$ cat config.mk
export PLATFORM = sky130hd
export DESIGN_NAME = bact_bank
export DESIGN_NICKNAME = d
export VERILOG_FILES = /design/src/rtl/bact_pkg.sv /design/src/rtl/bact_bank.sv
export SDC_FILE = /design/constraint.sdc
export NUM_CORES = 1
export LEC_CHECK = 0
export BUFFER_PORTS_ARGS = -buffer_cell sky130_fd_sc_hd__clkbuf_2
export CORE_MARGIN = 5
export CORE_UTILIZATION = 25
export CTS_BUF_LIST = sky130_fd_sc_hd__clkbuf_4
export CTS_CLUSTER_SIZE = 16
export DETAILED_ROUTE_END_ITERATION = 10
export HOLD_SLACK_MARGIN = 0.06
export RECOVER_POWER = 50
export SLEW_MARGIN = 30
export SYNTH_ARGS = -nofsm -noshare
export SYNTH_HDL_FRONTEND = slang
export SYNTH_SLANG_ARGS = --single-unit
$ cat constraint.sdc
create_clock -name i_clk -period 16.2 [get_ports i_clk]
set_clock_uncertainty 0.2 [all_clocks]
set_input_delay 3.24 -clock i_clk [delete_from_list [all_inputs] [get_ports i_clk]]
set_output_delay 3.24 -clock i_clk [all_outputs]
set_load 0.1 [all_outputs]
$ cat src/rtl/bact_pkg.sv
// Shared types, command and register codes, and widths for the buffer allocation tracker.
package bact_pkg;

    localparam int CMD_W     = 3;
    localparam int ADDR_W    = 32;
    localparam int SIZE_W    = 32;
    localparam int CYC_W     = 48;
    localparam int CAP_W     = 32;
    localparam int BCNT_W    = 5;
    localparam int GRAN_W    = 17;
    localparam int BUSY_W    = 8;
    localparam int BANKSEL_W = 4;
    localparam int CNFL_W    = 32;
    localparam int CFG_IDX_W = 3;
    localparam int CFG_DAT_W = 32;
    localparam int DIV_W     = 32;

    localparam int DEF_TABLE_ENTRIES = 64;
    localparam int DEF_MAX_BANKS     = 16;

    localparam logic [CMD_W-1:0] CMD_ALLOC   = 3'd0;
    localparam logic [CMD_W-1:0] CMD_DEALLOC = 3'd1;
    localparam logic [CMD_W-1:0] CMD_READ    = 3'd2;
    localparam logic [CMD_W-1:0] CMD_WRITE   = 3'd3;
    localparam logic [CMD_W-1:0] CMD_TICK    = 3'd4;

    localparam logic [CFG_IDX_W-1:0] REG_CAPACITY    = 3'd0;
    localparam logic [CFG_IDX_W-1:0] REG_BANK_COUNT  = 3'd1;
    localparam logic [CFG_IDX_W-1:0] REG_GRANULE     = 3'd2;
    localparam logic [CFG_IDX_W-1:0] REG_READ_BUSY   = 3'd3;
    localparam logic [CFG_IDX_W-1:0] REG_WRITE_BUSY  = 3'd4;
    localparam logic [CFG_IDX_W-1:0] REG_READ_ONLY   = 3'd5;

    localparam logic [CAP_W-1:0]  RST_CAPACITY   = 32'd65536;
    localparam logic [BCNT_W-1:0] RST_BANK_COUNT = 5'd1;
    localparam logic [GRAN_W-1:0] RST_GRANULE    = 17'd64;
    localparam logic [BUSY_W-1:0] RST_READ_BUSY  = 8'd1;
    localparam logic [BUSY_W-1:0] RST_WRITE_BUSY = 8'd1;

    typedef struct packed {
        logic [CMD_W-1:0]  cmd;
        logic [ADDR_W-1:0] block_addr;
        logic [SIZE_W-1:0] block_size;
        logic [CYC_W-1:0]  cycle_now;
    } t_in_item;

    typedef struct packed {
        logic                 ok;
        logic                 was_present;
        logic                 write_allowed;
        logic                 bank_conflict;
        logic [BANKSEL_W-1:0] bank_sel;
        logic [CAP_W-1:0]     free_bytes;
        logic [CNFL_W-1:0]    conflict_total;
    } t_out_item;

    typedef struct packed {
        logic [CFG_IDX_W-1:0] index;
        logic [CFG_DAT_W-1:0] wdata;
    } t_cfg_wr;

    typedef struct packed {
        logic              start;
        logic [DIV_W-1:0]  dividend;
        logic [GRAN_W-1:0] divisor;
    } t_div_req;

    typedef struct packed {
        logic              done;
        logic [DIV_W-1:0]  quot;
        logic [GRAN_W-1:0] rem;
    } t_div_rsp;

    typedef struct packed {
        logic [ADDR_W-1:0] addr;
        logic [SIZE_W-1:0] size;
    } t_tbl_entry;

    typedef struct packed {
        logic scan_start;
        logic wr_en;
        logic clr_en;
    } t_tbl_cmd;

    typedef struct packed {
        logic              done;
        logic              hit;
        logic              free_found;
        logic [SIZE_W-1:0] hit_size;
    } t_tbl_stat;

endpackage

$ cat src/rtl/bact_bank.sv
// Per-bank busy-until cycle store with valid bits standing in for the reset value.
module bact_bank
    import bact_pkg::*;
#(
    parameter int MAX_BANKS = DEF_MAX_BANKS,
    localparam int BANK_W = (MAX_BANKS > 1) ? $clog2(MAX_BANKS) : 1
) (
    input  logic              i_clk,
    input  logic              i_rst_n,
    input  logic [BANK_W-1:0] i_idx,
    input  logic              i_wr_en,
    input  logic [CYC_W-1:0]  i_wr_data,
    output logic [CYC_W-1:0]  o_rd_data
);
    logic [CYC_W-1:0]     r_mem [MAX_BANKS];
    logic [CYC_W-1:0]     r_rd;
    logic [MAX_BANKS-1:0] r_written;
    logic                 r_rd_vld;

    always_ff @(posedge i_clk) begin
        if (!i_rst_n) begin
            r_written <= '0;
            r_rd_vld  <= 1'b0;
        end else begin
            r_rd_vld <= r_written[i_idx];
            if (i_wr_en) begin
                r_written[i_idx] <= 1'b1;
            end
        end
    end

    always_ff @(posedge i_clk) begin
        if (i_wr_en) begin
            r_mem[i_idx] <= i_wr_data;
        end
        r_rd <= r_mem[i_idx];
    end

    // a bank never written reads as free since cycle zero
    assign o_rd_data = r_rd_vld ? r_rd : '0;
endmodule
==> run_results.csv <==
group,metric,value,unit
timing,whs,0.269,ns
routing,ant_nets,0,
timing,slew-limit-headroom,-203,%
floorplanning,die_x,360,um
timing,setup_viol,0,
critical_path,cp_data_required_time,16.51,ns
synthesis,synthCells,1350,
placed_design,dpl_cell_area,33200,um^2
clock_tree,cts_tree,"built",
synthesis,ys_types,25,
placed_design,dp_hpwl,37600,um
run_status,status,"finished with violations",
pwr,p_int,3380,uW
grt,grt_pass1_wl,108000,um
critical_path,path_class,"input pin to register",
critical_path,cp-start-kind,"input pin",
synthesis,syn_area_per_cell,22.7,um^2
clock_tree,insertion_delay,1.08,ns
routing,drc,0,
floorplanning,initial_utilization,25.2,%
pwr,ir_drop,0.0000600,V
clock_tree,cts_buffers,209,
placed_design,port_buffers,102,
synthesis,synth_mux_area_share,14.4,%
grt,grt_pass1_vias,16371,
synthesis,synth_compound_area_share,2.81,%
pwr,power.switching,1010,uW
cells_and_area,nets,1669,
clock_tree,cts_resized,0,
grt,grt_start_max_net_pins,70,
clock_tree,path_clk_slew,0.06,ns
cells_and_area,nFillCells,11913,
synthesis,synth.largest_area_cell,"edfxtp_1",
cells_and_area,syn2layout_area_growth,16.7,%
synthesis,yosysWarnings,0,
timing,worstMarginPinSlew,4.55,ns
timing,rsz0062_at_grt,"no",
placed_design,routabilityCongestion,0.677,
clock_tree,postCtsSetupBuffers,0,
pwr,pwr-share-comb,5.6,%
run,maxCapViolCount,11,
synthesis,ys_top_cells_by_area,"edfxtp_1, mux4_2, dfxtp_1",
cells_and_area,drive_gt1_share,34.8,%
routing,routed_wl,73200,um
timing,period_share,65.8,%
critical_path,crit_fanout,67,
synthesis,synth_top_family_by_area,"multiplexers",
synthesis,yosys.area_share.xor_xnor,0,%
floorplanning,ios,103,
routing,viasPerCell,4.37,
grt,grtUsageTotal,11.2,%
timing,fin_tns_setup,0,ns
timing,max_freq,93.8,MHz
grt,antenna_found_initial,12,
routing,routedWlPerCell,21.4,um
synthesis,synth_flop_cell,"edfxtp_1",
clock_tree,cts_hold_buf,0,
synthesis,synth_edf_count,768,
pwr,sw_frac_of_total,23.0,%
routing,vias,14921,
floorplanning,die_height,360,um
synthesis,synth_fp_nets,1405,
floorplanning,die_area,130000,um^2
grt,overflow,0,
cells_and_area,postLayoutCellArea,35800,um^2
clock_tree,root_buffer,"clkbuf_4",
clock_tree,cts.path.max_buffers,3,
pwr,seqPwrFrac,55.1,%
critical_path,end_kind,"register",
critical_path,crit_arrival,10.97,ns
routing,drt_iter0_drc,1093,
run_status,violations,"capacitance limit, slew limit",
synthesis,synth_area,30700,um^2
pwr,power_frac_clock,39.3,%
pwr,leakagePower,0.0114,uW
routing,detail_route.first_pass.iterations,5,
synthesis,synth-seq-cells,833,
clock_tree,cts_num_sinks,833,
floorplanning,row_count,128,
synthesis,synth.top_cell.area_share,75.1,%
clock_tree,htreeDepth,4,
synthesis,synth-seq-area-share,79.4,%
timing,final_max_slew_viol_count,508,
floorplanning,core,122000,um^2
timing,final_hold_viol_count,0,
synthesis,async_flop_share,0,%
timing,min_period,10.66,ns
worst_hold_path,hp-class,"register to register",
synthesis,synthAdderAreaFrac,0,%
synthesis,synthSimpleGateAreaFrac,2.13,%
pwr,pwr_density_cell,123,nW/um^2
## cells by family after synthesis
group | Yosys count
AOI/OAI and AO/OA | 115
buffers and inverters | 75
DFF | 833
muxes | 198
and+or+nand+nor | 129
## per-layer routing
| layer | up-vias | share of wire [%] | global-route usage (%) |
|---|---|---|---|
| li1 | 6361 | - | - |
| met3 | 118 | 6.5 | 3.30 |
| met5 | - | 0.066 | 0 |
| met1 | 7929 | 42 | 14.2 |
| met4 | 8 | 2.1 | 4.06 |
| met2 | 505 | 49 | 18.1 |
## power groups by stage
stage,clock [uW],sequential (uW),combinational (uW)
final,1730,2420,245
after global routing,1920,2420,264
after CTS,1790,2420,247
after detailed placement,0,2470,246
after global placement,0,2460,240
after floorplan,0,2460,161
## per-stage QoR
step           setup WS (ns)  cells  power, uW  utilization, %
6_report                5.54   3415       4390            29.4
5_1_grt                 5.24   3412       4610            29.4
4_1_cts                 9.80   3402       4460            29.5
3_5_place_dp            9.46   3028       2710            27.3
3_3_place_gp            9.24   3027       2700            27.2
2_1_floorplan           8.27   1350       2620               -
## path summary, 6_finish.rpt
path / slack [ns] / startpoint / endpoint / cells after the start
min reg2reg: 0.27 / r_written[12] / r_written[12] / 1
max reg2reg: 14.43 / r_mem[12][27] / r_rd[27] / 3
min: 0.27 / r_written[12] / r_written[12] / 1
max: 5.54 / i_idx[1] / r_mem[2][20] / 4
## area by class of cell
type,instances,area (um^2),share of cell area (%)
repair buffers,128,659,1.84
diodes,13,32.5,0.0909
well taps,1625,2030,5.68
flip-flops and latches,833,24400,68.1
clock buffers,309,2320,6.48
clock inverters,65,344,0.961
multi-input cells,442,6050,16.9
## state kept, by name (all words and copies together) (netlist names)
register   cells
r_rd          48
r_written     16
r_mem        768
r_rd_vld       1
## cell usage in the layout (no fill, tap or decap), types with 2 or more instances in the layout
| master | count |
|---|---|
| edfxtp_1 | 768 |
| clkbuf_4 | 309 |
| mux4_2 | 194 |
| a22oi_1 | 96 |
| dfxtp_1 | 64 |
| clkbuf_1 | 57 |
| clkbuf_2 | 52 |
| nand2_1 | 50 |
| and2_1 | 48 |
| clkinv_1 | 40 |
| o21a_1 | 16 |
| diode_2 | 13 |
| buf_4 | 13 |
| nor2_4 | 11 |
| clkinv_2 | 11 |
| clkinv_4 | 6 |
| nand2b_1 | 4 |
| nand3b_1 | 4 |
| buf_6 | 4 |
| nor3_2 | 3 |
| mux2i_1 | 3 |
| nor2_1 | 2 |
| nand3_1 | 2 |
| nor2b_4 | 2 |
| inv_6 | 2 |
| clkinvlp_4 | 2 |
| inv_2 | 2 |
## synthesized netlist by cell type, types with 10 or more instances
library cell,number
and2_1,49
buf_2,23
a22oi_1,96
edfxtp_1,768
nand2_1,50
buf_6,10
buf_1,12
nor2_1,13
mux4_2,194
o21a_1,16
clkbuf_1,27
dfxtp_1,65
## critical path, stage by stage
cell      delay, ns
clkbuf_1       3.12
nand3b_1       1.03
nor3_2         0.39
clkbuf_1       3.09
Power figures use the tool's default switching activity.
