[src/rtl/bact_pkg.sv]
// Shared types, command and register codes, and widths for the buffer allocation tracker.
package bact_pkg;

    localparam int CMD_W     = 3;
    localparam int ADDR_W    = 32;
    localparam int SIZE_W    = 32;
    localparam int CYC_W     = 48;
    localparam int CAP_W     = 32;
    localparam int BCNT_W    = 5;
    localparam int GRAN_W    = 17;
    localparam int BUSY_W    = 8;
    localparam int BANKSEL_W = 4;
    localparam int CNFL_W    = 32;
    localparam int CFG_IDX_W = 3;
    localparam int CFG_DAT_W = 32;
    localparam int DIV_W     = 32;

    localparam int DEF_TABLE_ENTRIES = 64;
    localparam int DEF_MAX_BANKS     = 16;

    localparam logic [CMD_W-1:0] CMD_ALLOC   = 3'd0;
    localparam logic [CMD_W-1:0] CMD_DEALLOC = 3'd1;
    localparam logic [CMD_W-1:0] CMD_READ    = 3'd2;
    localparam logic [CMD_W-1:0] CMD_WRITE   = 3'd3;
    localparam logic [CMD_W-1:0] CMD_TICK    = 3'd4;

    localparam logic [CFG_IDX_W-1:0] REG_CAPACITY    = 3'd0;
    localparam logic [CFG_IDX_W-1:0] REG_BANK_COUNT  = 3'd1;
    localparam logic [CFG_IDX_W-1:0] REG_GRANULE     = 3'd2;
    localparam logic [CFG_IDX_W-1:0] REG_READ_BUSY   = 3'd3;
    localparam logic [CFG_IDX_W-1:0] REG_WRITE_BUSY  = 3'd4;
    localparam logic [CFG_IDX_W-1:0] REG_READ_ONLY   = 3'd5;

    localparam logic [CAP_W-1:0]  RST_CAPACITY   = 32'd65536;
    localparam logic [BCNT_W-1:0] RST_BANK_COUNT = 5'd1;
    localparam logic [GRAN_W-1:0] RST_GRANULE    = 17'd64;
    localparam logic [BUSY_W-1:0] RST_READ_BUSY  = 8'd1;
    localparam logic [BUSY_W-1:0] RST_WRITE_BUSY = 8'd1;

    typedef struct packed {
        logic [CMD_W-1:0]  cmd;
        logic [ADDR_W-1:0] block_addr;
        logic [SIZE_W-1:0] block_size;
        logic [CYC_W-1:0]  cycle_now;
    } t_in_item;

    typedef struct packed {
        logic                 ok;
        logic                 was_present;
        logic                 write_allowed;
        logic                 bank_conflict;
        logic [BANKSEL_W-1:0] bank_sel;
        logic [CAP_W-1:0]     free_bytes;
        logic [CNFL_W-1:0]    conflict_total;
    } t_out_item;

    typedef struct packed {
        logic [CFG_IDX_W-1:0] index;
        logic [CFG_DAT_W-1:0] wdata;
    } t_cfg_wr;

    typedef struct packed {
        logic              start;
        logic [DIV_W-1:0]  dividend;
        logic [GRAN_W-1:0] divisor;
    } t_div_req;

    typedef struct packed {
        logic              done;
        logic [DIV_W-1:0]  quot;
        logic [GRAN_W-1:0] rem;
    } t_div_rsp;

    typedef struct packed {
        logic [ADDR_W-1:0] addr;
        logic [SIZE_W-1:0] size;
    } t_tbl_entry;

    typedef struct packed {
        logic scan_start;
        logic wr_en;
        logic clr_en;
    } t_tbl_cmd;

    typedef struct packed {
        logic              done;
        logic              hit;
        logic              free_found;
        logic [SIZE_W-1:0] hit_size;
    } t_tbl_stat;

endpackage

[src/rtl/bact_div.sv]
// Shared restoring divider: one quotient bit per cycle.
module bact_div
    import bact_pkg::*;
(
    input  logic     i_clk,
    input  logic     i_rst_n,
    input  t_div_req i_req,
    output t_div_rsp o_rsp
);
    localparam int STEP_W = $clog2(DIV_W);
    localparam logic [STEP_W-1:0] LAST_STEP = STEP_W'(DIV_W - 1);

    logic              r_busy;
    logic              r_done;
    logic [STEP_W-1:0] r_step;
    logic [DIV_W-1:0]  r_q;
    logic [GRAN_W-1:0] r_r;
    logic [GRAN_W-1:0] r_d;

    logic [GRAN_W:0] shifted;
    logic [GRAN_W:0] diff;
    logic            take;

    assign shifted = {r_r, r_q[DIV_W-1]};
    assign diff    = shifted - {1'b0, r_d};
    assign take    = shifted >= {1'b0, r_d};

    always_ff @(posedge i_clk) begin
        if (!i_rst_n) begin
            r_busy <= 1'b0;
            r_done <= 1'b0;
            r_step <= '0;
        end else begin
            r_done <= 1'b0;
            if (i_req.start) begin
                r_busy <= 1'b1;
                r_step <= '0;
            end else if (r_busy) begin
                r_step <= r_step + 1'b1;
                if (r_step == LAST_STEP) begin
                    r_busy <= 1'b0;
                    r_done <= 1'b1;
                end
            end
        end
    end

    always_ff @(posedge i_clk) begin
        if (i_req.start) begin
            r_q <= i_req.dividend;
            r_r <= '0;
            r_d <= i_req.divisor;
        end else if (r_busy) begin
            r_q <= {r_q[DIV_W-2:0], take};
            r_r <= take ? diff[GRAN_W-1:0] : shifted[GRAN_W-1:0];
        end
    end

    assign o_rsp.done = r_done;
    assign o_rsp.quot = r_q;
    assign o_rsp.rem  = r_r;
endmodule

[config.mk]
export PLATFORM = sky130hd
export DESIGN_NAME = bact_div
export DESIGN_NICKNAME = d
export VERILOG_FILES = /design/src/rtl/bact_pkg.sv /design/src/rtl/bact_div.sv
export SDC_FILE = /design/constraint.sdc
export NUM_CORES = 1
export LEC_CHECK = 0
export BUFFER_PORTS_ARGS = -buffer_cell sky130_fd_sc_hd__buf_2
export CAP_MARGIN = 20
export CELL_PAD_IN_SITES_DETAIL_PLACEMENT = 1
export CELL_PAD_IN_SITES_GLOBAL_PLACEMENT = 2
export CORE_MARGIN = 2
export CORE_UTILIZATION = 34
export DETAILED_ROUTE_END_ITERATION = 8
export PLACE_DENSITY = 0.85
export SYNTH_ARGS = -nofsm -noshare
export SYNTH_HDL_FRONTEND = slang
export SYNTH_SLANG_ARGS = --single-unit
[constraint.sdc]
create_clock -name i_clk -period 6.7 [get_ports i_clk]
set_input_delay 0.67 -clock i_clk [delete_from_list [all_inputs] [get_ports i_clk]]
set_output_delay 0.67 -clock i_clk [all_outputs]
set_load 0.03 [all_outputs]
==> flow_metrics.py <==
metrics = {
    "pwr": {
        "ir_worst_vdd_mv": 0.128,
        "p_leak_nw": 2.10,
        "p_sw_share_pct": 29.2,
        "p_switching_uw": 416,
        "pwr-share-clk_pct": 39.0,
        "total_power_mw": 1.42,
        "powerDensity_nw_per_um2": 292,
        "comb_power_share_pct": 22.2,
        "pwr-share-seq_pct": 38.8,
        "p_int_mw": 1.01,
    },
    "clock_tree": {
        "hold_buffers": 0,
        "clk_path_buf_depth": 2,
        "post-cts-setup-buffers": 0,
        "numCtsBuffers": 9,
        "htreeDepth": 3,
        "cts_root_buffer": "clkbuf_16",
        "path_clk_slew_ps": 60,
        "cts_tree": "done",
        "clock_latency_ps": 340,
        "clock_sinks": 73,
        "cts_resized": 0,
    },
    "critical_path": {
        "path_buf_inv": 2,
        "cpPeakStageDelay_ps": 410,
        "cpMaxStageDelayCell": "edfxtp_1",
        "cp.required_ps": 6790,
        "cp_max_fo": 20,
        "end_kind": "flop",
        "worst_ep_arrival_time_ps": 2760,
        "critPathKind": "reg -> reg",
        "start_kind": "flop",
        "critPathTopFamily": "compound AO/OA/AOI/OAI gates",
        "crit_path_frequent_cell": "inv_1",
        "crit_chain": "inv_1, ha_1, inv_1, fa_1, a21oi_1, o22ai_1, o21a_2, nand3_2, nand2_4, mux2_2",
    },
    "yosys": {
        "syn_inst": 340,
        "ys_seq_area_share_pct": 49.9,
        "synth_edf_count": 49,
        "ys_seq_elements": 73,
        "synth_top_cell_by_area": "edfxtp_1",
        "synth_top_area_share_pct": 37.6,
        "synthesis.nets": 412,
        "synth_ff_type": "edfxtp_1",
        "syn_area_um2": 3910,
        "syn_avg_cell_area_um2": 11.5,
        "synth_cell_types": 55,
        "ys_warn_count": 0,
        "synthArstFlopShare_pct": 0,
        "netlist_top_cells_area": "edfxtp_1, dfxtp_1, mux2_2",
    },
    "drt": {
        "wl_um": 9980,
        "vias": 2981,
        "firstDrtPassIters": 4,
        "wire_per_inst_um": 17.0,
        "vias_per_cell": 5.07,
        "drtIter0Drc": 104,
        "route.detailed.drc": 0,
        "postRouteAntennaNets": 0,
    },
    "place": {
        "port_buffers": 101,
        "dp_hpwl_um": 7530,
        "dpl_cell_area_um2": 4540,
        "dp_slack_ps": 4010,
        "gp_congestion": 0.861,
    },
    "finish": {
        "fill_cells": 1279,
        "diodes": 0,
        "drive_gt1_share_pct": 36.9,
        "multi_input_area_um2": 1780,
        "stdcell_area_um2": 4870,
        "seq_area_um2": 1950,
        "final_net_count": 513,
        "syn_to_final_growth_pct": 24.7,
    },
    "die": {
        "die_h_um": 111,
        "ioPinCount": 102,
        "die-area_um2": 12400,
        "die_w_um": 111,
        "fp.coreArea_um2": 11300,
        "rows": 39,
        "initial_core_util_pct": 34.5,
    },
    "hold_path": {
        "hold_class": "in -> reg",
    },
    "sta": {
        "rsz0062_at_grt": "no",
        "max_freq_mhz": 375,
        "hold_slack_ps": 501,
        "max_slew.worst_pin.slew_ps": 666,
        "setup-tns-final_ps": 0,
        "finalSetupViolations": 0,
        "timing.final.crit_share_pct": 39.8,
        "finalCriticalPeriod_ps": 2670,
        "final-hold-violation-count": 0,
        "fin_skew_ps": 8.74,
        "maxSlewHeadroom_pct": 55.6,
        "drv_slew": 0,
        "worst_slack_ps": 4030,
    },
    "grt": {
        "grt_start_max_net_pins": 46,
        "grt_pass1_wl_um": 16400,
        "grt_pass1_vias": 3217,
        "grt_usage_pct": 16.7,
        "grt_remaining_overflow": 0,
        "grt_antenna_before_repair": 0,
    },
    "run_status": {
        "status": "finished clean",
    },
    "run": {
        "drv_cap": 0,
    },
}
-- cell usage in the layout, fill, tap and decap left out, drive strengths merged, types with 14 or more instances in the layout --
master  instances
a21oi          16
buf           104
dfxtp          24
edfxtp         49
ha             19
inv            25
mux2           32
mux2i          14
nand2          22
nor2           29
-- through the flow --
step           util, %  instances
2_1_floorplan        -        340
3_3_place_gp      40.0        572
3_5_place_dp      40.1        573
4_1_cts           43.1        588
5_1_grt           43.1        588
6_report          43.1        588
-- logic make-up (layout without fill, tap and decap cells) --
group                      Yosys count  count (layout)  share of synthesized area, %
AOI/OAI and AO/OA                   65              65                          12.1
buffers and inverters               39             144                          4.55
xor gates and xnor gates            18              18                          4.03
and+or+nand+nor                     79              79                          9.96
DFF                                 73              73                          49.9
muxes                               46              46                          12.8
adders and majority gates           20              20                          6.59
-- cell type report --
cell class | instances | share of cell area [%]
multi-input cells | 228 | 36.5
clock buffers | 10 | 4.70
flip-flops and latches | 73 | 40.0
clock inverters | 5 | 2.18
repair buffers | 104 | 11.0
well taps | 143 | 3.67
inverters | 25 | 1.93
-- worst paths after layout --
kind,from,end,cells after the start,slack [ps]
max,r_q[31],r_q[0],10,4030
min,i_req[7],r_d[7],1,500
max reg2reg,r_q[31],r_q[0],10,4030
min reg2reg,r_step[4],r_step[4],2,510
-- sequential cells by signal, summed over array words and instances, names as in the netlist --
signal	flops
r_q	32
r_d	17
r_r	17
r_step	5
r_busy	1
r_done	1
-- metal layers --
| metal | up-vias | track usage [%] | part of all wire, % |
|---|---|---|---|
| met4 | 0 | 7.16 | 1.9 |
| li1 | 1440 | - | - |
| met2 | 92 | 26.5 | 46 |
| met3 | 13 | 4.76 | 5.8 |
| met1 | 1436 | 21.4 | 46 |
| met5 | - | 0 | 0 |
-- cells in the mapped netlist (2+ instances only) --
library cell and instances:
o21ai_1 2, a21oi_1 14, a311oi_1 3, o21a_1 3
xor2_1 9, nand3_1 6, xnor2_1 9, mux2i_1 14
a31o_1 2, o31ai_2 2, buf_4 2, a21o_1 2
dfxtp_1 24, mux2_2 32, nor2_1 29, ha_1 19
inv_1 25, nand4_1 2, a211oi_1 9, edfxtp_1 49
o21bai_1 2, and3_1 4, nor2b_1 3, clkbuf_1 9
o21ai_0 8, a21oi_2 2, nand2_2 2, nand2b_1 7
nand2_1 19, o22ai_1 2
-- power groups by stage --
stage	registers, mW	logic, mW	clock network, mW
after detailed placement	0.562	0.319	0
after global placement	0.562	0.310	0
after floorplan	0.614	0.177	0
final	0.553	0.316	0.555
after global routing	0.558	0.347	0.585
after CTS	0.554	0.319	0.569
Power figures use the tool's default switching activity.
