===== src/rtl/bact_pkg.sv =====
// Shared types, command and register codes, and widths for the buffer allocation tracker.
package bact_pkg;

    localparam int CMD_W     = 3;
    localparam int ADDR_W    = 32;
    localparam int SIZE_W    = 32;
    localparam int CYC_W     = 48;
    localparam int CAP_W     = 32;
    localparam int BCNT_W    = 5;
    localparam int GRAN_W    = 17;
    localparam int BUSY_W    = 8;
    localparam int BANKSEL_W = 4;
    localparam int CNFL_W    = 32;
    localparam int CFG_IDX_W = 3;
    localparam int CFG_DAT_W = 32;
    localparam int DIV_W     = 32;

    localparam int DEF_TABLE_ENTRIES = 64;
    localparam int DEF_MAX_BANKS     = 16;

    localparam logic [CMD_W-1:0] CMD_ALLOC   = 3'd0;
    localparam logic [CMD_W-1:0] CMD_DEALLOC = 3'd1;
    localparam logic [CMD_W-1:0] CMD_READ    = 3'd2;
    localparam logic [CMD_W-1:0] CMD_WRITE   = 3'd3;
    localparam logic [CMD_W-1:0] CMD_TICK    = 3'd4;

    localparam logic [CFG_IDX_W-1:0] REG_CAPACITY    = 3'd0;
    localparam logic [CFG_IDX_W-1:0] REG_BANK_COUNT  = 3'd1;
    localparam logic [CFG_IDX_W-1:0] REG_GRANULE     = 3'd2;
    localparam logic [CFG_IDX_W-1:0] REG_READ_BUSY   = 3'd3;
    localparam logic [CFG_IDX_W-1:0] REG_WRITE_BUSY  = 3'd4;
    localparam logic [CFG_IDX_W-1:0] REG_READ_ONLY   = 3'd5;

    localparam logic [CAP_W-1:0]  RST_CAPACITY   = 32'd65536;
    localparam logic [BCNT_W-1:0] RST_BANK_COUNT = 5'd1;
    localparam logic [GRAN_W-1:0] RST_GRANULE    = 17'd64;
    localparam logic [BUSY_W-1:0] RST_READ_BUSY  = 8'd1;
    localparam logic [BUSY_W-1:0] RST_WRITE_BUSY = 8'd1;

    typedef struct packed {
        logic [CMD_W-1:0]  cmd;
        logic [ADDR_W-1:0] block_addr;
        logic [SIZE_W-1:0] block_size;
        logic [CYC_W-1:0]  cycle_now;
    } t_in_item;

    typedef struct packed {
        logic                 ok;
        logic                 was_present;
        logic                 write_allowed;
        logic                 bank_conflict;
        logic [BANKSEL_W-1:0] bank_sel;
        logic [CAP_W-1:0]     free_bytes;
        logic [CNFL_W-1:0]    conflict_total;
    } t_out_item;

    typedef struct packed {
        logic [CFG_IDX_W-1:0] index;
        logic [CFG_DAT_W-1:0] wdata;
    } t_cfg_wr;

    typedef struct packed {
        logic              start;
        logic [DIV_W-1:0]  dividend;
        logic [GRAN_W-1:0] divisor;
    } t_div_req;

    typedef struct packed {
        logic              done;
        logic [DIV_W-1:0]  quot;
        logic [GRAN_W-1:0] rem;
    } t_div_rsp;

    typedef struct packed {
        logic [ADDR_W-1:0] addr;
        logic [SIZE_W-1:0] size;
    } t_tbl_entry;

    typedef struct packed {
        logic scan_start;
        logic wr_en;
        logic clr_en;
    } t_tbl_cmd;

    typedef struct packed {
        logic              done;
        logic              hit;
        logic              free_found;
        logic [SIZE_W-1:0] hit_size;
    } t_tbl_stat;

endpackage


===== src/rtl/bact_table.sv =====
// Block table: address/size memory, valid bits and a sequential lookup scan.
module bact_table
    import bact_pkg::*;
#(
    parameter int TABLE_ENTRIES = DEF_TABLE_ENTRIES,
    localparam int IDX_W = (TABLE_ENTRIES > 1) ? $clog2(TABLE_ENTRIES) : 1
) (
    input  logic              i_clk,
    input  logic              i_rst_n,
    input  t_tbl_cmd          i_cmd,
    input  logic [ADDR_W-1:0] i_key,
    input  logic [IDX_W-1:0]  i_wr_idx,
    input  logic [ADDR_W-1:0] i_wr_addr,
    input  logic [SIZE_W-1:0] i_wr_size,
    input  logic [IDX_W-1:0]  i_clr_idx,
    output t_tbl_stat         o_stat,
    output logic [IDX_W-1:0]  o_hit_idx,
    output logic [IDX_W-1:0]  o_free_idx
);
    localparam int CNT_W = $clog2(TABLE_ENTRIES + 1);
    localparam logic [CNT_W-1:0] LAST = CNT_W'(TABLE_ENTRIES);

    t_tbl_entry r_mem [TABLE_ENTRIES];
    t_tbl_entry r_rd_entry;

    logic [TABLE_ENTRIES-1:0] r_valid;
    logic                     r_active;
    logic                     r_pend;
    logic [CNT_W-1:0]         r_cnt;
    logic                     r_rd_vld;
    logic [IDX_W-1:0]         r_rd_idx;
    logic                     r_hit;
    logic [IDX_W-1:0]         r_hit_idx;
    logic [SIZE_W-1:0]        r_hit_size;
    logic                     r_free_found;
    logic [IDX_W-1:0]         r_free_idx;

    logic [IDX_W-1:0] cnt_idx;
    logic             scan_done;

    assign cnt_idx   = r_cnt[IDX_W-1:0];
    assign scan_done = r_active && (r_cnt == LAST) && !r_pend;

    always_ff @(posedge i_clk) begin
        if (!i_rst_n) begin
            r_valid      <= '0;
            r_active     <= 1'b0;
            r_pend       <= 1'b0;
            r_cnt        <= '0;
            r_rd_vld     <= 1'b0;
            r_hit        <= 1'b0;
            r_free_found <= 1'b0;
        end else begin
            if (i_cmd.wr_en) begin
                r_valid[i_wr_idx] <= 1'b1;
            end
            if (i_cmd.clr_en) begin
                r_valid[i_clr_idx] <= 1'b0;
            end
            if (i_cmd.scan_start) begin
                r_active     <= 1'b1;
                r_cnt        <= '0;
                r_pend       <= 1'b0;
                r_hit        <= 1'b0;
                r_free_found <= 1'b0;
            end else if (r_active) begin
                // issue one entry read per cycle
                if (r_cnt != LAST) begin
                    r_cnt    <= r_cnt + 1'b1;
                    r_pend   <= 1'b1;
                    r_rd_vld <= r_valid[cnt_idx];
                    r_rd_idx <= cnt_idx;
                end else begin
                    r_pend <= 1'b0;
                end
                // compare the entry read in the previous cycle
                if (r_pend) begin
                    if (r_rd_vld && (r_rd_entry.addr == i_key) && !r_hit) begin
                        r_hit      <= 1'b1;
                        r_hit_idx  <= r_rd_idx;
                        r_hit_size <= r_rd_entry.size;
                    end
                    if (!r_rd_vld && !r_free_found) begin
                        r_free_found <= 1'b1;
                        r_free_idx   <= r_rd_idx;
                    end
                end
                if (scan_done) begin
                    r_active <= 1'b0;
                end
            end
        end
    end

    always_ff @(posedge i_clk) begin
        if (i_cmd.wr_en) begin
            r_mem[i_wr_idx] <= '{addr: i_wr_addr, size: i_wr_size};
        end
        r_rd_entry <= r_mem[cnt_idx];
    end

    assign o_stat.done       = scan_done;
    assign o_stat.hit        = r_hit;
    assign o_stat.free_found = r_free_found;
    assign o_stat.hit_size   = r_hit_size;
    assign o_hit_idx         = r_hit_idx;
    assign o_free_idx        = r_free_idx;
endmodule


===== config.mk =====
export PLATFORM = sky130hd
export DESIGN_NAME = bact_table
export DESIGN_NICKNAME = d
export VERILOG_FILES = /design/src/rtl/bact_pkg.sv /design/src/rtl/bact_table.sv
export SDC_FILE = /design/constraint.sdc
export NUM_CORES = 2
export LEC_CHECK = 0
export ABC_AREA = 1
export BUFFER_PORTS_ARGS = -buffer_cell sky130_fd_sc_hd__buf_2
export CORE_UTILIZATION = 30
export CTS_CLUSTER_DIAMETER = 120
export DETAILED_ROUTE_END_ITERATION = 10
export PLACE_DENSITY = 0.4
export SYNTH_ARGS = -nofsm -noshare
export SYNTH_HDL_FRONTEND = slang
export SYNTH_SLANG_ARGS = --single-unit

===== constraint.sdc =====
create_clock -name i_clk -period 7.5 [get_ports i_clk]
set_input_delay 0.375 -clock i_clk [delete_from_list [all_inputs] [get_ports i_clk]]
set_output_delay 0.375 -clock i_clk [all_outputs]
set_load 0.02 [all_outputs]

==> impl_metrics.env <==
export IMPL_synthToLayoutAreaGrowth_pct=14.7
export IMPL_hpwl_mm=337
export IMPL_numCtsBuffers=474
export IMPL_min_from="i_wr_size[27]"
export IMPL_synth_edf_count=4146
export IMPL_layout_nets=13562
export IMPL_yosysMostFrequentCell="edfxtp_1"
export IMPL_maxCapViolCount=0
export IMPL_ioPinCount=160
export IMPL_wirelength_mm=662
export IMPL_r2r_start="r_cnt[5]"
export IMPL_stdcell_count=21355
export IMPL_maxSlewViolCount=0
export IMPL_ys_warn_count=0
export IMPL_drt_antenna_violating_nets=0
export IMPL_worst_pin_slew_ps=1410
export IMPL_required_ps=7120
export IMPL_worstPathMaxFanout=110
export IMPL_antenna_found_initial=93
export IMPL_post_place_ws_ps=3490
export IMPL_syn_avg_cell_area_um2=12.7
export IMPL_viasPerCell=5.20
export IMPL_switching_share=0.228
export IMPL_p_clk_frac=0.441
export IMPL_r2r_slack_ps=3650
export IMPL_async_flop_share=0
export IMPL_synth_commonest_cells="edfxtp_1 (4146), nor2_1 (2860), o21ai_0 (1963)"
export IMPL_rows=275
export IMPL_holdCritPathClass="in -> reg"
export IMPL_cts_sinks=4286
export IMPL_htree_levels=5
export IMPL_grt_max_degree=178
export IMPL_cellInternalPower_w=0.0394
export IMPL_max_freq_mhz=242
export IMPL_post_cts_buffers=0
export IMPL_relSlewSlack=0.0611
export IMPL_combinationalPowerShare=0.039
export IMPL_critPathLaunchType="flop"
export IMPL_cts_tree="yes"
export IMPL_synth_nets=13475
export IMPL_drive_above_1_share=0.0894
export IMPL_hold_viol_final=0
export IMPL_worst_setup_path_end_kind="output pin"
export IMPL_die_w_um=753
export IMPL_reg2reg_depth=10
export IMPL_gp_congestion=0.791
export IMPL_rsz0062_at_grt="false"
export IMPL_power_density_mw_per_mm2=263
export IMPL_yosys_area_top_type_share=0.736
export IMPL_port_buffers=159
export IMPL_period_needed_ps=4130
export IMPL_period_share=0.550
export IMPL_root_buffer="clkbuf_16"
export IMPL_yosys_area_top_type="edfxtp_1"
export IMPL_grt_pass1_wl_mm=903
export IMPL_die_y_um=753
export IMPL_cts_buffer_depth=4
export IMPL_clk_pin_slew_ps=60
export IMPL_fp_dieArea_mm2=0.567
export IMPL_grt_overflow_total=0
export IMPL_clock_latency_ps=1070
export IMPL_drt_initial_drc_count=12609
export IMPL_r2r_end="r_rd_entry[36]"
export IMPL_worst_slack_ps=3370
export IMPL_p_switching_w=0.0117
export IMPL_post_drt_wl_per_cell_um=31.0
export IMPL_numPlacedInstances=20405
export IMPL_synthCells=13360
export IMPL_track_usage=0.225
export IMPL_vdd_drop_max_v=0.000212
export IMPL_grt_pass1_vias=104985
export IMPL_critical_path_class="reg -> out"
export IMPL_ys_ff_latch=4286
export IMPL_ys_flop_type="edfxtp_1"
export IMPL_vias=111027
export IMPL_synthDistinctLibCells=38
export IMPL_setup_viol=0
export IMPL_arrival_ps=3750
export IMPL_outcome="finished clean"
export IMPL_tns_ps=0
export IMPL_finalClockSkew_ps=59.4
export IMPL_crit_path_end="o_stat[34]"
export IMPL_fp_coreArea_mm2=0.561
export IMPL_seq_power_share=0.519
export IMPL_drt_pass1_iter_count=7
export IMPL_power_w=0.0511
export IMPL_remaining_drc_errors=0
export IMPL_yosys_top_cells_area="edfxtp_1 (74%), nor2_1 (6.3%), o21ai_0 (5.8%), nand2_1 (2.9%), o211ai_1 (2.1%)"
export IMPL_p_leak_nw=63.3
export IMPL_start_util=0.301
export IMPL_synth_seq_area_share=0.753
export IMPL_crit_start="r_cnt[0]"
export IMPL_netlist_area_mm2=0.169
## per-layer routing
layer,part of all wire,global-route usage,vias up
li1,-,-,48699
met1,0.45,0.319,58080
met2,0.48,0.375,3478
met3,0.053,0.0264,754
met4,0.021,0.0445,16
met5,0.00014,0,-
## through the flow
step | area, µm² | utilization | hold slack [ps]
6_report | 194000 | 0.346 | 63.9
5_1_grt | 194000 | 0.345 | 58.9
4_1_cts | 194000 | 0.345 | 7.12
3_5_place_dp | 179000 | 0.318 | 389
3_3_place_gp | 179000 | 0.318 | 389
2_1_floorplan | 169000 | - | 386
## critical path, cell delays in order (launching register included)
cell and delay (ps):
dfxtp_4 450, inv_8 660, buf_4 460, ha_1 210, nand4_1 120, nor3_1 310, buf_4 270, buf_2 190
## cell usage in the layout (no fill, tap or decap), drive strengths merged, types with 21 or more instances in the layout
cell type / Yosys / final
nor2: 2861 / 2861
o22ai: 325 / 325
dfxtp: 140 / 140
nand2: 1307 / 1307
edfxtp: 4146 / 4146
diode: 0 / 23
o211ai: 463 / 463
o21ai: 2173 / 2173
nand4: 40 / 40
nor3: 24 / 24
o221a: 56 / 56
bufinv: 0 / 21
inv: 283 / 292
dlygate4sd3: 0 / 45
clkinv: 1 / 227
clkbuf: 422 / 622
buf: 461 / 449
nand3: 429 / 429
a21oi: 137 / 137
## timing repair
| action | 4_1_cts | 5_1_grt |
|---|---|---|
| setup endpoints to repair | 0 | 0 |
| endpoints found under the hold margin | 1548 | 0 |
| resized for setup | 0 | 0 |
| hold buffers | 45 | 0 |
## layout make-up
| class | count | area (µm²) |
|---|---|---|
| clock buffer | 622 | 12600 |
| sequential | 4286 | 127000 |
| tap | 7479 | 9360 |
| fill | 55111 | 367000 |
| antenna | 23 | 57.6 |
| multi-input combinational | 7907 | 37100 |
| timing repair buffer | 494 | 4200 |
| clock inverter | 260 | 2090 |
| inverter | 284 | 1120 |
## sequential cells by signal, indices dropped and copies added, names as in the netlist, 6 cells and up
name	cells
o_free_idx	6
o_hit_idx	6
r_cnt	7
r_hit_size	32
r_mem	4096
r_rd_entry	64
r_rd_idx	6
r_valid	64
## kinds of logic (layout without fill, tap and decap cells)
logic type / count (synthesis) / count (layout) / synth area share
AOI/OAI and AO/OA: 3200 / 3200 / 0.107
xor gates and xnor gates: 8 / 8 / 0.000414
adders and majority gates: 2 / 2 / 0.000148
buffers and inverters: 1167 / 1660 / 0.0308
DFF: 4286 / 4286 / 0.753
muxes: 1 / 1 / 0.0000592
other: 0 / 23 / 0
and+or+nand+nor: 4696 / 4696 / 0.109
## power by group through the flow
stage                     Combinational [W]  Clock [W]  Sequential (W)
after floorplan                     0.00106          0          0.0270
after global placement              0.00202          0          0.0270
after detailed placement            0.00201          0          0.0270
after CTS                           0.00204     0.0230          0.0265
after global routing                0.00222     0.0238          0.0265
final                               0.00201     0.0225          0.0265
## how the worst min path moves through the flow
stage | end | slack (ps) | cells past startpoint
after global routing | r_mem[49][27] | 60 | 2
after CTS | r_mem[43][28] | 7 | 4
after floorplan | r_hit_size[0] | 390 | 0
after detailed placement | r_hit_size[6] | 390 | 0
after global placement | r_hit_size[14] | 390 | 0
final | r_mem[48][27] | 60 | 2
(Power assumes the default switching activity.)
